File: src/rtl/core/lsf_pkg.sv
// Package for the line substring filter: sizes, register indexes, the
// configuration struct and the effective pattern length function.
// Depends on nothing; every other file imports it.
package lsf_pkg;

   localparam int MAX_PATTERN    = 32;
   localparam int LINE_LIMIT     = 256;
   localparam int LEN_W          = $clog2(MAX_PATTERN + 1);
   localparam int IDX_W          = (MAX_PATTERN > 1) ? $clog2(MAX_PATTERN) : 1;
   localparam int CMP_W          = LEN_W + 1;
   localparam int PLEN_W         = 6;
   localparam int LENGTH_W       = 9;
   localparam int CSR_INDEX_W    = 3;
   localparam int CSR_DATA_W     = 64;
   localparam int WORD_BYTES     = 8;
   localparam int PATTERN_STORED = 32;

   localparam logic [CSR_INDEX_W-1:0] REG_PATTERN_LENGTH = 3'd0;
   localparam logic [CSR_INDEX_W-1:0] REG_PATTERN_BYTES0 = 3'd1;
   localparam logic [CSR_INDEX_W-1:0] REG_PATTERN_BYTES1 = 3'd2;
   localparam logic [CSR_INDEX_W-1:0] REG_PATTERN_BYTES2 = 3'd3;
   localparam logic [CSR_INDEX_W-1:0] REG_PATTERN_BYTES3 = 3'd4;

   typedef logic [MAX_PATTERN-1:0][7:0] pattern_type;

   typedef struct packed {
      pattern_type            pattern;
      logic [LEN_W-1:0]       eff_len;
   } cfg_type;

   function automatic logic [LEN_W-1:0] eff_length(input pattern_type pattern,
                                                   input logic [PLEN_W-1:0] plen);
      logic [LEN_W-1:0] n;
      logic [LEN_W-1:0] e;
      if (int'(plen) > MAX_PATTERN) begin
         n = LEN_W'(MAX_PATTERN);
      end else begin
         n = LEN_W'(plen);
      end
      e = n;
      for (int i = MAX_PATTERN - 1; i >= 0; i--) begin
         if (i < int'(n) && pattern[i] == 8'h00) begin
            e = LEN_W'(i);
         end
      end
      return e;
   endfunction

endpackage

File: src/rtl/core/lsf_intf.sv
// Channel interfaces of the line substring filter: text beats, result beats
// and configuration writes. Depends on lsf_pkg for the field widths.
interface lsf_req_if;
   logic       valid;
   logic       ready;
   logic [7:0] text_byte;
   logic       line_end;
   modport source (output valid, text_byte, line_end, input ready);
   modport sink   (input valid, text_byte, line_end, output ready);
endinterface

interface lsf_rsp_if;
   import lsf_pkg::*;
   logic                valid;
   logic                ready;
   logic                line_matched;
   logic [LENGTH_W-1:0] line_length;
   modport source (output valid, line_matched, line_length, input ready);
   modport sink   (input valid, line_matched, line_length, output ready);
endinterface

interface lsf_csr_if;
   import lsf_pkg::*;
   logic                   valid;
   logic                   ready;
   logic [CSR_INDEX_W-1:0] index;
   logic [CSR_DATA_W-1:0]  data;
   modport source (output valid, index, data, input ready);
   modport sink   (input valid, index, data, output ready);
endinterface

File: src/rtl/core/lsf_csr.sv
// Configuration registers of the line substring filter and the registered
// effective pattern length. Depends on lsf_pkg and lsf_intf.
module lsf_csr import lsf_pkg::*; (
   input  logic          clock,
   input  logic          reset,
   lsf_csr_if.sink       csr,
   output cfg_type       cfg
);

   logic [PLEN_W-1:0] plen_ff, plen_in;
   pattern_type       pattern_ff, pattern_in;
   logic [LEN_W-1:0]  eff_len_ff, eff_len_in;
   logic [1:0]        word_sel;
   logic              word_wr;
   logic              wr;

   assign csr.ready = 1'b1;
   assign wr        = csr.valid && csr.ready;

   always_comb begin
      word_wr  = 1'b0;
      word_sel = 2'd0;
      case (csr.index)
         REG_PATTERN_BYTES0: begin word_wr = 1'b1; word_sel = 2'd0; end
         REG_PATTERN_BYTES1: begin word_wr = 1'b1; word_sel = 2'd1; end
         REG_PATTERN_BYTES2: begin word_wr = 1'b1; word_sel = 2'd2; end
         REG_PATTERN_BYTES3: begin word_wr = 1'b1; word_sel = 2'd3; end
         default: begin word_wr = 1'b0; word_sel = 2'd0; end
      endcase
   end

   always_comb begin
      plen_in    = plen_ff;
      pattern_in = pattern_ff;
      if (wr && csr.index == REG_PATTERN_LENGTH) begin
         plen_in = csr.data[PLEN_W-1:0];
      end
      if (wr && word_wr) begin
         for (int p = 0; p < MAX_PATTERN; p++) begin
            if (p < PATTERN_STORED && (p / WORD_BYTES) == int'(word_sel)) begin
               pattern_in[p] = csr.data[(p % WORD_BYTES) * 8 +: 8];
            end
         end
      end
      eff_len_in = eff_length(pattern_in, plen_in);
   end

   always_ff @(posedge clock) begin
      if (reset) begin
         plen_ff    <= '0;
         pattern_ff <= '0;
         eff_len_ff <= '0;
      end else begin
         plen_ff    <= plen_in;
         pattern_ff <= pattern_in;
         eff_len_ff <= eff_len_in;
      end
   end

   assign cfg.pattern = pattern_ff;
   assign cfg.eff_len = eff_len_ff;

endmodule

File: src/rtl/core/lsf_cell.sv
// One window cell: holds one recent text byte, passes it on to the next older
// cell and compares the byte it takes in with its aligned pattern byte.
// Depends on lsf_pkg.
module lsf_cell import lsf_pkg::*; (
   input  logic             clock,
   input  logic             reset,
   input  logic [IDX_W-1:0] cell_index,
   input  cfg_type          cfg,
   input  logic             shift_en,
   input  logic             clear,
   input  logic [7:0]       byte_in,
   output logic [7:0]       byte_out,
   output logic             hit
);

   logic [7:0]       byte_ff, byte_in_next;
   logic [CMP_W-1:0] pos;
   logic             in_window;

   assign in_window = CMP_W'(cell_index) < CMP_W'(cfg.eff_len);
   assign pos       = CMP_W'(cfg.eff_len) - CMP_W'(1) - CMP_W'(cell_index);
   assign hit       = !in_window || (byte_in == cfg.pattern[pos[IDX_W-1:0]]);

   always_comb begin
      byte_in_next = byte_ff;
      if (clear) begin
         byte_in_next = 8'h00;
      end else if (shift_en) begin
         byte_in_next = byte_in;
      end
   end

   always_ff @(posedge clock) begin
      if (reset) begin
         byte_ff <= 8'h00;
      end else begin
         byte_ff <= byte_in_next;
      end
   end

   assign byte_out = byte_ff;

endmodule

File: src/rtl/core/line_substring_filter.sv
// Line substring filter: text beats in, one result beat per line end.
// Output: the result of a line end beat is registered and offered in the cycle after it is taken.
// Throughput: one text beat per cycle, set by the shift and compare of the window cell
// chain; a waiting result stalls only further beats.
// Reset: synchronous; clears the window, counters, the result valid flag and all
// configuration registers.
module line_substring_filter import lsf_pkg::*; (
   input  logic     clock,
   input  logic     reset,
   lsf_req_if.sink  req,
   lsf_rsp_if.source rsp,
   lsf_csr_if.sink  csr
);

   cfg_type               cfg;
   logic [MAX_PATTERN-1:0][7:0] window;
   logic [MAX_PATTERN-1:0] hits;
   logic                  accept, take_byte, searching, line_done;
   logic [LENGTH_W-1:0]   count_ff, count_in;
   logic                  nul_ff, nul_in;
   logic                  found_ff, found_in;
   logic                  rsp_valid_ff, rsp_valid_in;
   logic                  matched_ff, matched_in;
   logic [LENGTH_W-1:0]   length_ff, length_in;

   lsf_csr u_csr (
      .clock (clock),
      .reset (reset),
      .csr   (csr),
      .cfg   (cfg)
   );

   assign req.ready = !rsp_valid_ff || rsp.ready;
   assign accept    = req.valid && req.ready;
   assign line_done = accept && req.line_end;
   assign take_byte = accept && !req.line_end && int'(count_ff) < LINE_LIMIT;
   assign searching = take_byte && req.text_byte != 8'h00 && !nul_ff;

   for (genvar m = 0; m < MAX_PATTERN; m++) begin : g_cell
      logic [7:0] cell_byte_in;
      if (m == 0) begin : g_head
         assign cell_byte_in = req.text_byte;
      end else begin : g_body
         assign cell_byte_in = window[m-1];
      end
      lsf_cell u_cell (
         .clock      (clock),
         .reset      (reset),
         .cell_index (IDX_W'(m)),
         .cfg        (cfg),
         .shift_en   (searching),
         .clear      (line_done),
         .byte_in    (cell_byte_in),
         .byte_out   (window[m]),
         .hit        (hits[m])
      );
   end

   always_comb begin
      count_in     = count_ff;
      nul_in       = nul_ff;
      found_in     = found_ff;
      rsp_valid_in = rsp_valid_ff;
      matched_in   = matched_ff;
      length_in    = length_ff;
      if (rsp.ready) begin
         rsp_valid_in = 1'b0;
      end
      if (line_done) begin
         count_in     = '0;
         nul_in       = 1'b0;
         found_in     = 1'b0;
         rsp_valid_in = 1'b1;
         matched_in   = found_ff || cfg.eff_len == '0;
         length_in    = count_ff;
      end else if (take_byte) begin
         count_in = count_ff + LENGTH_W'(1);
         if (req.text_byte == 8'h00) begin
            nul_in = 1'b1;
         end
         if (searching && cfg.eff_len != '0 && (&hits)) begin
            found_in = 1'b1;
         end
      end
   end

   always_ff @(posedge clock) begin
      if (reset) begin
         count_ff     <= '0;
         nul_ff       <= 1'b0;
         found_ff     <= 1'b0;
         rsp_valid_ff <= 1'b0;
      end else begin
         count_ff     <= count_in;
         nul_ff       <= nul_in;
         found_ff     <= found_in;
         rsp_valid_ff <= rsp_valid_in;
      end
   end

   always_ff @(posedge clock) begin
      matched_ff <= matched_in;
      length_ff  <= length_in;
   end

   assign rsp.valid        = rsp_valid_ff;
   assign rsp.line_matched = matched_ff;
   assign rsp.line_length  = length_ff;

endmodule

File: src/flat_wrapper.sv
// flat-port wrapper written by rule: the top's interface ports become plain ports
module line_substring_filter_flat import lsf_pkg::*;
  (clock, reset, req_valid, req_text_byte, req_line_end, req_ready, rsp_valid, rsp_line_matched, rsp_line_length, rsp_ready, csr_valid, csr_index, csr_data, csr_ready);
  lsf_req_if req_i ();
  lsf_rsp_if rsp_i ();
  lsf_csr_if csr_i ();
  input  logic clock;
  input  logic reset;
  input wire logic [$bits(req_i.valid)-1:0] req_valid;
  input wire logic [$bits(req_i.text_byte)-1:0] req_text_byte;
  input wire logic [$bits(req_i.line_end)-1:0] req_line_end;
  output wire logic [$bits(req_i.ready)-1:0] req_ready;
  output wire logic [$bits(rsp_i.valid)-1:0] rsp_valid;
  output wire logic [$bits(rsp_i.line_matched)-1:0] rsp_line_matched;
  output wire logic [$bits(rsp_i.line_length)-1:0] rsp_line_length;
  input wire logic [$bits(rsp_i.ready)-1:0] rsp_ready;
  input wire logic [$bits(csr_i.valid)-1:0] csr_valid;
  input wire logic [$bits(csr_i.index)-1:0] csr_index;
  input wire logic [$bits(csr_i.data)-1:0] csr_data;
  output wire logic [$bits(csr_i.ready)-1:0] csr_ready;
  assign req_i.valid = req_valid;
  assign req_i.text_byte = req_text_byte;
  assign req_i.line_end = req_line_end;
  assign req_ready = req_i.ready;
  assign rsp_valid = rsp_i.valid;
  assign rsp_line_matched = rsp_i.line_matched;
  assign rsp_line_length = rsp_i.line_length;
  assign rsp_i.ready = rsp_ready;
  assign csr_i.valid = csr_valid;
  assign csr_i.index = csr_index;
  assign csr_i.data = csr_data;
  assign csr_ready = csr_i.ready;
  line_substring_filter u_core (.clock(clock), .reset(reset), .req(req_i), .rsp(rsp_i), .csr(csr_i));
endmodule
File: config.mk
export PLATFORM = sky130hd
export DESIGN_NAME = line_substring_filter_flat
export DESIGN_NICKNAME = d
export VERILOG_FILES = /design/src/rtl/core/lsf_pkg.sv /design/src/rtl/core/lsf_intf.sv /design/src/rtl/core/lsf_csr.sv /design/src/rtl/core/lsf_cell.sv /design/src/rtl/core/line_substring_filter.sv /design/src/flat_wrapper.sv
export SDC_FILE = /design/constraint.sdc
export NUM_CORES = 2
export LEC_CHECK = 0
export BUFFER_PORTS_ARGS = -buffer_cell sky130_fd_sc_hd__buf_2
export CAP_MARGIN = 20
export CORE_UTILIZATION = 30
export CTS_BUF_LIST = sky130_fd_sc_hd__clkbuf_8
export DETAILED_ROUTE_END_ITERATION = 12
export GPL_ROUTABILITY_DRIVEN = 0
export HOLD_SLACK_MARGIN = 0.12
export PLACE_DENSITY_LB_ADDON = 0.25
export SLEW_MARGIN = 5
export SYNTH_ARGS = -nofsm -noshare
export SYNTH_HDL_FRONTEND = slang
export SYNTH_SLANG_ARGS = --single-unit
File: constraint.sdc
create_clock -name clock -period 9.3 [get_ports clock]
set_input_delay 0.93 -clock clock [delete_from_list [all_inputs] [get_ports clock]]
set_output_delay 0.93 -clock clock [all_outputs]
set_load 0.02 [all_outputs]
; Yosys cells after proc, flatten, opt, wreduce, memory -nomap -nowiden
; Index checks and enable logic that the tools add are counted.
[word_totals]
ff_bits = 538
input_bits = 81
out_inout_bits = 13
word_cells = 541
[classes]
add_sub_neg = 33
magnitude_cmp = 98
n_eq_ne = 39
n_mux = 134
n_reduce_logical = 161
[ops]
columns = cell, n
row1 = binary-select mux 8 bit (select 5 bit), 32
row2 = 2-to-1 mux 8 bit, 64
row3 = zero test 8 bit, 33
row4 = == test 8 bit, 32
row5 = 2-to-1 mux 256 bit, 1
row6 = < comparator 5 x 6 -> 1 bit (first input constant), 32
row7 = < comparator 5 x 6 -> 1 bit (second input constant), 32
row8 = < comparator 4 x 6 -> 1 bit (first input constant), 16
row9 = 2-to-1 mux 5 bit, 16
row10 = subtractor 5 bit (second input constant), 16
row11 = < comparator 3 x 6 -> 1 bit (first input constant), 8
row12 = logical AND 1 bit, 42
row13 = subtractor 5 x 4 -> 5 bit (second input constant), 8
row14 = zero test 1 bit, 35
row15 = logical OR 1 bit, 34
row16 = OR reduction 33 bit, 1
row17 = 2-to-1 mux 4 bit, 8
row18 = AND reduction 32 bit, 1
row19 = < comparator 1 x 6 -> 1 bit (first input constant), 4
row20 = < comparator 2 x 6 -> 1 bit (first input constant), 4
row21 = subtractor 5 x 3 -> 5 bit (second input constant), 4
row22 = OR reduction 17 bit, 1
row23 = 2-to-1 mux 3 bit, 4
row24 = 2-to-1 mux 6 bit, 2
row25 = 25 further kinds, 35

; Longest topological paths before layout
[depth]
word_depth = 38
depth_mapped = 29
depth_no_buf = 17

; Modules after synthesis
; From an unflattened synthesis, not the netlist that was laid out.
[unflattened]
hier_cells = 10141
area_unflattened_um2 = 103436.7
[modules_own_cells]
columns = module, instances, cells_each, area_per_inst_um2, seq_area_each_um2
row1 = lsf_cell, 32, 266, 2841.5, 160.2
row2 = lsf_csr, 1, 1537, 11521.0, 5365.1
row3 = line_substring_filter, 1, 92, 988.4, 540.5

; Least setup slack after synthesis
; No wires, ideal clock.
[synth_timing]
path_type = register to register
startpoint = register u_core.u_csr.eff_len_ff[0]
endpoint = register u_core.found_ff
setup_time_ps = 73
arrival_time_ps = 6502
t_required_ps = 9227
slack_ps = 2725
stages_incl_launch_ff = 28
n_path_buf = 12
synth_period_minus_slack_ps = 6575
path_cell_list = dfxtp_1 > buf_6 > buf_6 > clkinv_1 > buf_2 > clkbuf_1 > clkbuf_1 > ha_1 > buf_2 > xor2_1 > buf_2 > buf_2 > buf_1 > ha_1 > buf_2 > buf_2 > buf_1 > mux4_2 > and3_1 > nor3_1 > xor2_1 > a31oi_1 > a311oi_1 > a32o_1 > o221ai_1 > nor3_2 > nand4_1 > o22ai_2
[synth_between]
elab_chain_cells = 9
word_cells_on_any_way = 229
cone_classes = add/sub: 32 / order compare: 32 / eq/ne: 32 / mux: 64 / reduce/logical: 69
[synth_rtl]
columns = item, line_no
row1 = "start, declared", lsf_csr.sv:12  ; logic [LEN_W-1:0] eff_len_ff, eff_len_in;
row2 = "start signal, assigned", lsf_csr.sv:56  ; eff_len_ff <= eff_len_in;
row3 = subtractor 5 x 1 -> 5 bit, lsf_cell.sv:21  ; assign pos = CMP_W'(cfg.eff_len) - CMP_W'(1) - CMP_W'(cell_index);
row4 = "subtractor 5 bit, or another cell as far along", lsf_cell.sv:21
row5 = binary-select mux 8 bit (select 5 bit), lsf_cell.sv:22  ; assign hit = !in_window || (byte_in == cfg.pattern[pos[IDX_W-1:0]]);
row6 = 2-to-1 mux 8 bit (not written as such), lsf_cell.sv:22
row7 = == test 8 bit, lsf_cell.sv:22
row8 = logical OR 1 bit, lsf_cell.sv:22
row9 = AND reduction 32 bit, line_substring_filter.sv:81  ; if (searching && cfg.eff_len != '0 && (&hits)) begin
row10 = logical AND 1 bit (*), line_substring_filter.sv:81
row11 = AND reduction 2 bit (no line) (*), --
row12 = "end signal, assigned", line_substring_filter.sv:96  ; found_ff <= found_in;
row13 = "end, declared", line_substring_filter.sv:21  ; logic found_ff, found_in;
; Every way passes the cells marked *; elsewhere a longest branch is shown, timed or not. The select of a mux whose other input is x is not followed.
; A chain may end at the register's enable or synchronous reset.

; Worst setup path after layout
[layout_timing]
startpoint = register u_core.u_csr.eff_len_ff[1]
endpoint = register u_core.found_ff
; Same word-level chain as after synthesis.

==> metrics.yaml <==
outcome: "finished, final reports clean"
peakVddDrop_v: 0.000292
power.density_cell_area_mw_per_mm2: 244
hold_path.class: "in2reg"
synth.top_cell.area_share_pct: 24.7
finalSetupViolCount: 0
ctsResizeCount: 0
post_synth.cell_area_avg_sq_um: 8.68
areaGrowthSynthToFinish_pct: 9.42
critical_path.endpoint: "u_core.found_ff"
max-cap-violations: 0
drt_total_wl_um: 225000
max-clock-path-buffers: 3
grt_setup_unrepaired: "no"
ant_nets: 0
avgRoutedWirePerCell_um: 33.1
grt_start_max_net_pins: 172
critical_path_class: "reg2reg"
groute.usage.overall_pct: 29.9
floorplan.initialDensity_pct: 30.2
yosysMostFrequentCell: "sky130_fd_sc_hd__nand2_1"
cts_post_setup_buffers_inserted: 0
cts_inserted_buffers: 96
cts_root_buf: "sky130_fd_sc_hd__clkbuf_8"
static-leakage-power_nw: 15.8
total_global_routing_overflow: 0
final_max_slew_viol_count: 0
io_pins: 94
critPathMaxFanout: 48
synth_area_leader_cell: "sky130_fd_sc_hd__dfxtp_1"
antenna_found_initial: 12
final_net_count: 4915
clkSlewWorstSetupHoldPaths_ps: 80
crit_path_start: "u_core.u_csr.eff_len_ff[1]"
clock_skew_ps: 55.6
tritoncts: "built"
r2r_cells: 17
report.final.hold_viol_count: 0
total_of_buffers_placed_on_input_and_output_ports: 92
drtPass1Iterations: 7
grt_first_pass_wirelength_um: 306000
reg2reg_from: "u_core.u_csr.eff_len_ff[1]"
regToRegEndpoint: "u_core.found_ff"
hold_buffers: 0
final.period_utilization_pct: 79.2
synth_top_cells_by_area: "sky130_fd_sc_hd__dfxtp_1 25%, sky130_fd_sc_hd__mux4_2 22%, sky130_fd_sc_hd__nand2_1 11%, sky130_fd_sc_hd__a21oi_1 7.4%, sky130_fd_sc_hd__mux2i_1 6.4%"
timing.hold.ws_ps: 372
place.detailed.hpwl_um: 171000
ys_dominant_reg_cell: "sky130_fd_sc_hd__dfxtp_1"
drive_gt1_share_pct: 17.4
floorplan.die_area_sq_mm: 0.144
yosys.cell_types.count: 99
synth_nets: 5037
remaining_drc_errors: 0
fin_setup_tns_ps: 0
netlist_area_sq_mm: 0.0429
floorplan.rows: 138
netlist_top_cells_count: "1,260 x sky130_fd_sc_hd__nand2_1, 631 x sky130_fd_sc_hd__a21oi_1, 528 x sky130_fd_sc_hd__dfxtp_1"
synth_enable_flop_cells: 10
ys.warnings.count: 0
pin_slew_with_the_least_headroom_to_its_limit_ps: 1450
clock_tree.htree_level_count: 3
timing.critical_path.to_type: "register"
dr.first_iter.drc_count: 7501
synth_sequential_area_ratio_pct: 25.4
cp.arrival_ps: 8150
core_sq_mm: 0.142
via_per_inst: 6.34
n_fill_cell: 14921
crit_path_start_kind: "register"
post_synth_inst_count: 4940
highest_attainable_clock_frequency_mhz: 136
yosys_register_bits: 538
number_of_vias_in_the_routed_layout: 43024
r2r_setup_slack_ps: 1930
grt_pass1_vias: 38017
synth-async-reset-ratio_pct: 0
die-width_um: 380
timing.critical_path.required_ps: 10080
timing.slew.headroom_pct: 2.36
clkSinkCount: 538
clk_latency_ps: 860
fin_crit_ps: 7370
die-height_um: 380
==> area by class of cell <==
class / count / area [sq um] / area share, %
Inverter: 69 / 259 / 0.552
Sequential cell: 538 / 10900 / 23.2
Timing Repair Buffer: 153 / 988 / 2.11
Tap cell: 1890 / 2360 / 5.04
Multi-Input combinational cell: 3960 / 30300 / 64.7
Clock buffer: 115 / 1580 / 3.37
Antenna cell: 7 / 17.5 / 0.0373
Clock inverter: 57 / 490 / 1.05
==> state kept, by name, indices dropped and copies added, names as in the netlist <==
signal,cells
u_core.rsp.valid,1
u_core.rsp.line_matched,1
u_core.u_csr.eff_len_ff,6
u_core.nul_ff,1
u_core.g_cell.u_cell.byte_out,248
u_core.found_ff,1
u_core.count_ff,9
u_core.rsp.line_length,9
u_core.u_csr.plen_ff,6
u_core.u_csr.cfg,256
==> metal layers <==
layer	share of wire [%]	GRT usage (%)	routed length [um]	vias to the layer above
li1	-	-	-	17701
met1	37	37.9	83300	21042
met2	38	39.7	86300	3464
met3	16	13.3	35600	805
met4	8.7	21.0	19600	12
met5	0.098	0	220	-
==> where the power goes <==
part           switching (mW)  internal, mW  leakage, nW  total (mW)
Sequential              0.122          2.35         4.36        2.47
Clock                    1.11          1.33         1.17        2.44
Combinational            4.07          2.48         10.2        6.55
==> metrics by stage <==
step                power [mW]  area, sq um  setup slack, ps  utilization [%]  instances
floorplan                 7.17        42900             2720                -       4940
global placement          8.74        44800             2530             31.6       6604
detailed placement        8.78        44800             2440             31.6       6606
CTS                       11.2        46900             2420             33.1       6778
global route              11.8        46900             1940             33.1       6783
finish                    11.5        46900             1930             33.1       6789
==> placed cells by master, fill, tap and decap left out, types with 12 or more instances in the layout <==
cell type	count
sky130_fd_sc_hd__nor3_1	40
sky130_fd_sc_hd__dfxtp_1	526
sky130_fd_sc_hd__a211oi_1	24
sky130_fd_sc_hd__xnor2_1	208
sky130_fd_sc_hd__and3_1	30
sky130_fd_sc_hd__a31oi_1	29
sky130_fd_sc_hd__ha_1	13
sky130_fd_sc_hd__a22oi_1	12
sky130_fd_sc_hd__buf_2	93
sky130_fd_sc_hd__nor2_1	126
sky130_fd_sc_hd__clkbuf_8	116
sky130_fd_sc_hd__mux2_2	79
sky130_fd_sc_hd__buf_4	52
sky130_fd_sc_hd__nand4_1	43
sky130_fd_sc_hd__a21oi_1	631
sky130_fd_sc_hd__nor4_1	114
sky130_fd_sc_hd__mux4_2	414
sky130_fd_sc_hd__or3_1	21
sky130_fd_sc_hd__o21ai_0	103
sky130_fd_sc_hd__nand3_1	61
sky130_fd_sc_hd__o21a_1	13
sky130_fd_sc_hd__mux2i_1	273
sky130_fd_sc_hd__xor2_1	191
sky130_fd_sc_hd__inv_1	93
sky130_fd_sc_hd__o211ai_1	17
sky130_fd_sc_hd__and2_1	30
sky130_fd_sc_hd__nand2_1	1260
==> how the worst min path moves through the flow <==
stage | start | endpoint | slack [ps] | cells past startpoint
final | csr_data[8] | u_core.u_csr.cfg[206] | 370 | 3
after global routing | req_text_byte[4] | u_core.g_cell[0].u_cell.byte_out[4] | 350 | 3
after CTS | req_text_byte[3] | u_core.g_cell[0].u_cell.byte_out[3] | 320 | 3
after detailed placement | u_core.count_ff[7] | u_core.rsp.line_length[7] | 470 | 0
after global placement | u_core.count_ff[7] | u_core.rsp.line_length[7] | 460 | 0
after floorplan | u_core.count_ff[7] | u_core.rsp.line_length[7] | 440 | 0
==> kinds of logic (layout without fill, tap and decap cells) <==
family	Yosys count	after routing	share of synthesized area, %
flops	538	538	25.4
buf+inv	442	394	4.46
mux	768	768	30.3
fa+ha+maj	16	16	0.467
other cells	1	8	0.00875
xor+xnor	411	411	8.51
compound gates	948	948	12.5
simple gates	1816	1816	18.4
==> worst max-delay path, stage by stage, from the launching register on <==
cell                        delay [ps]
sky130_fd_sc_hd__dfxtp_1           770
sky130_fd_sc_hd__inv_1             240
sky130_fd_sc_hd__ha_4              310
sky130_fd_sc_hd__xor2_4            520
sky130_fd_sc_hd__buf_4             430
sky130_fd_sc_hd__ha_4              810
sky130_fd_sc_hd__mux4_2            590
sky130_fd_sc_hd__and2_1            170
sky130_fd_sc_hd__mux2_2            280
sky130_fd_sc_hd__or3_1             340
sky130_fd_sc_hd__a221oi_1          580
sky130_fd_sc_hd__a31oi_1           120
sky130_fd_sc_hd__nor4_1           1110
sky130_fd_sc_hd__o21a_1            290
sky130_fd_sc_hd__o2111ai_1         120
sky130_fd_sc_hd__nor3_1            260
sky130_fd_sc_hd__nand4_1           160
sky130_fd_sc_hd__o22ai_2           100
(Power assumes the default switching activity.)
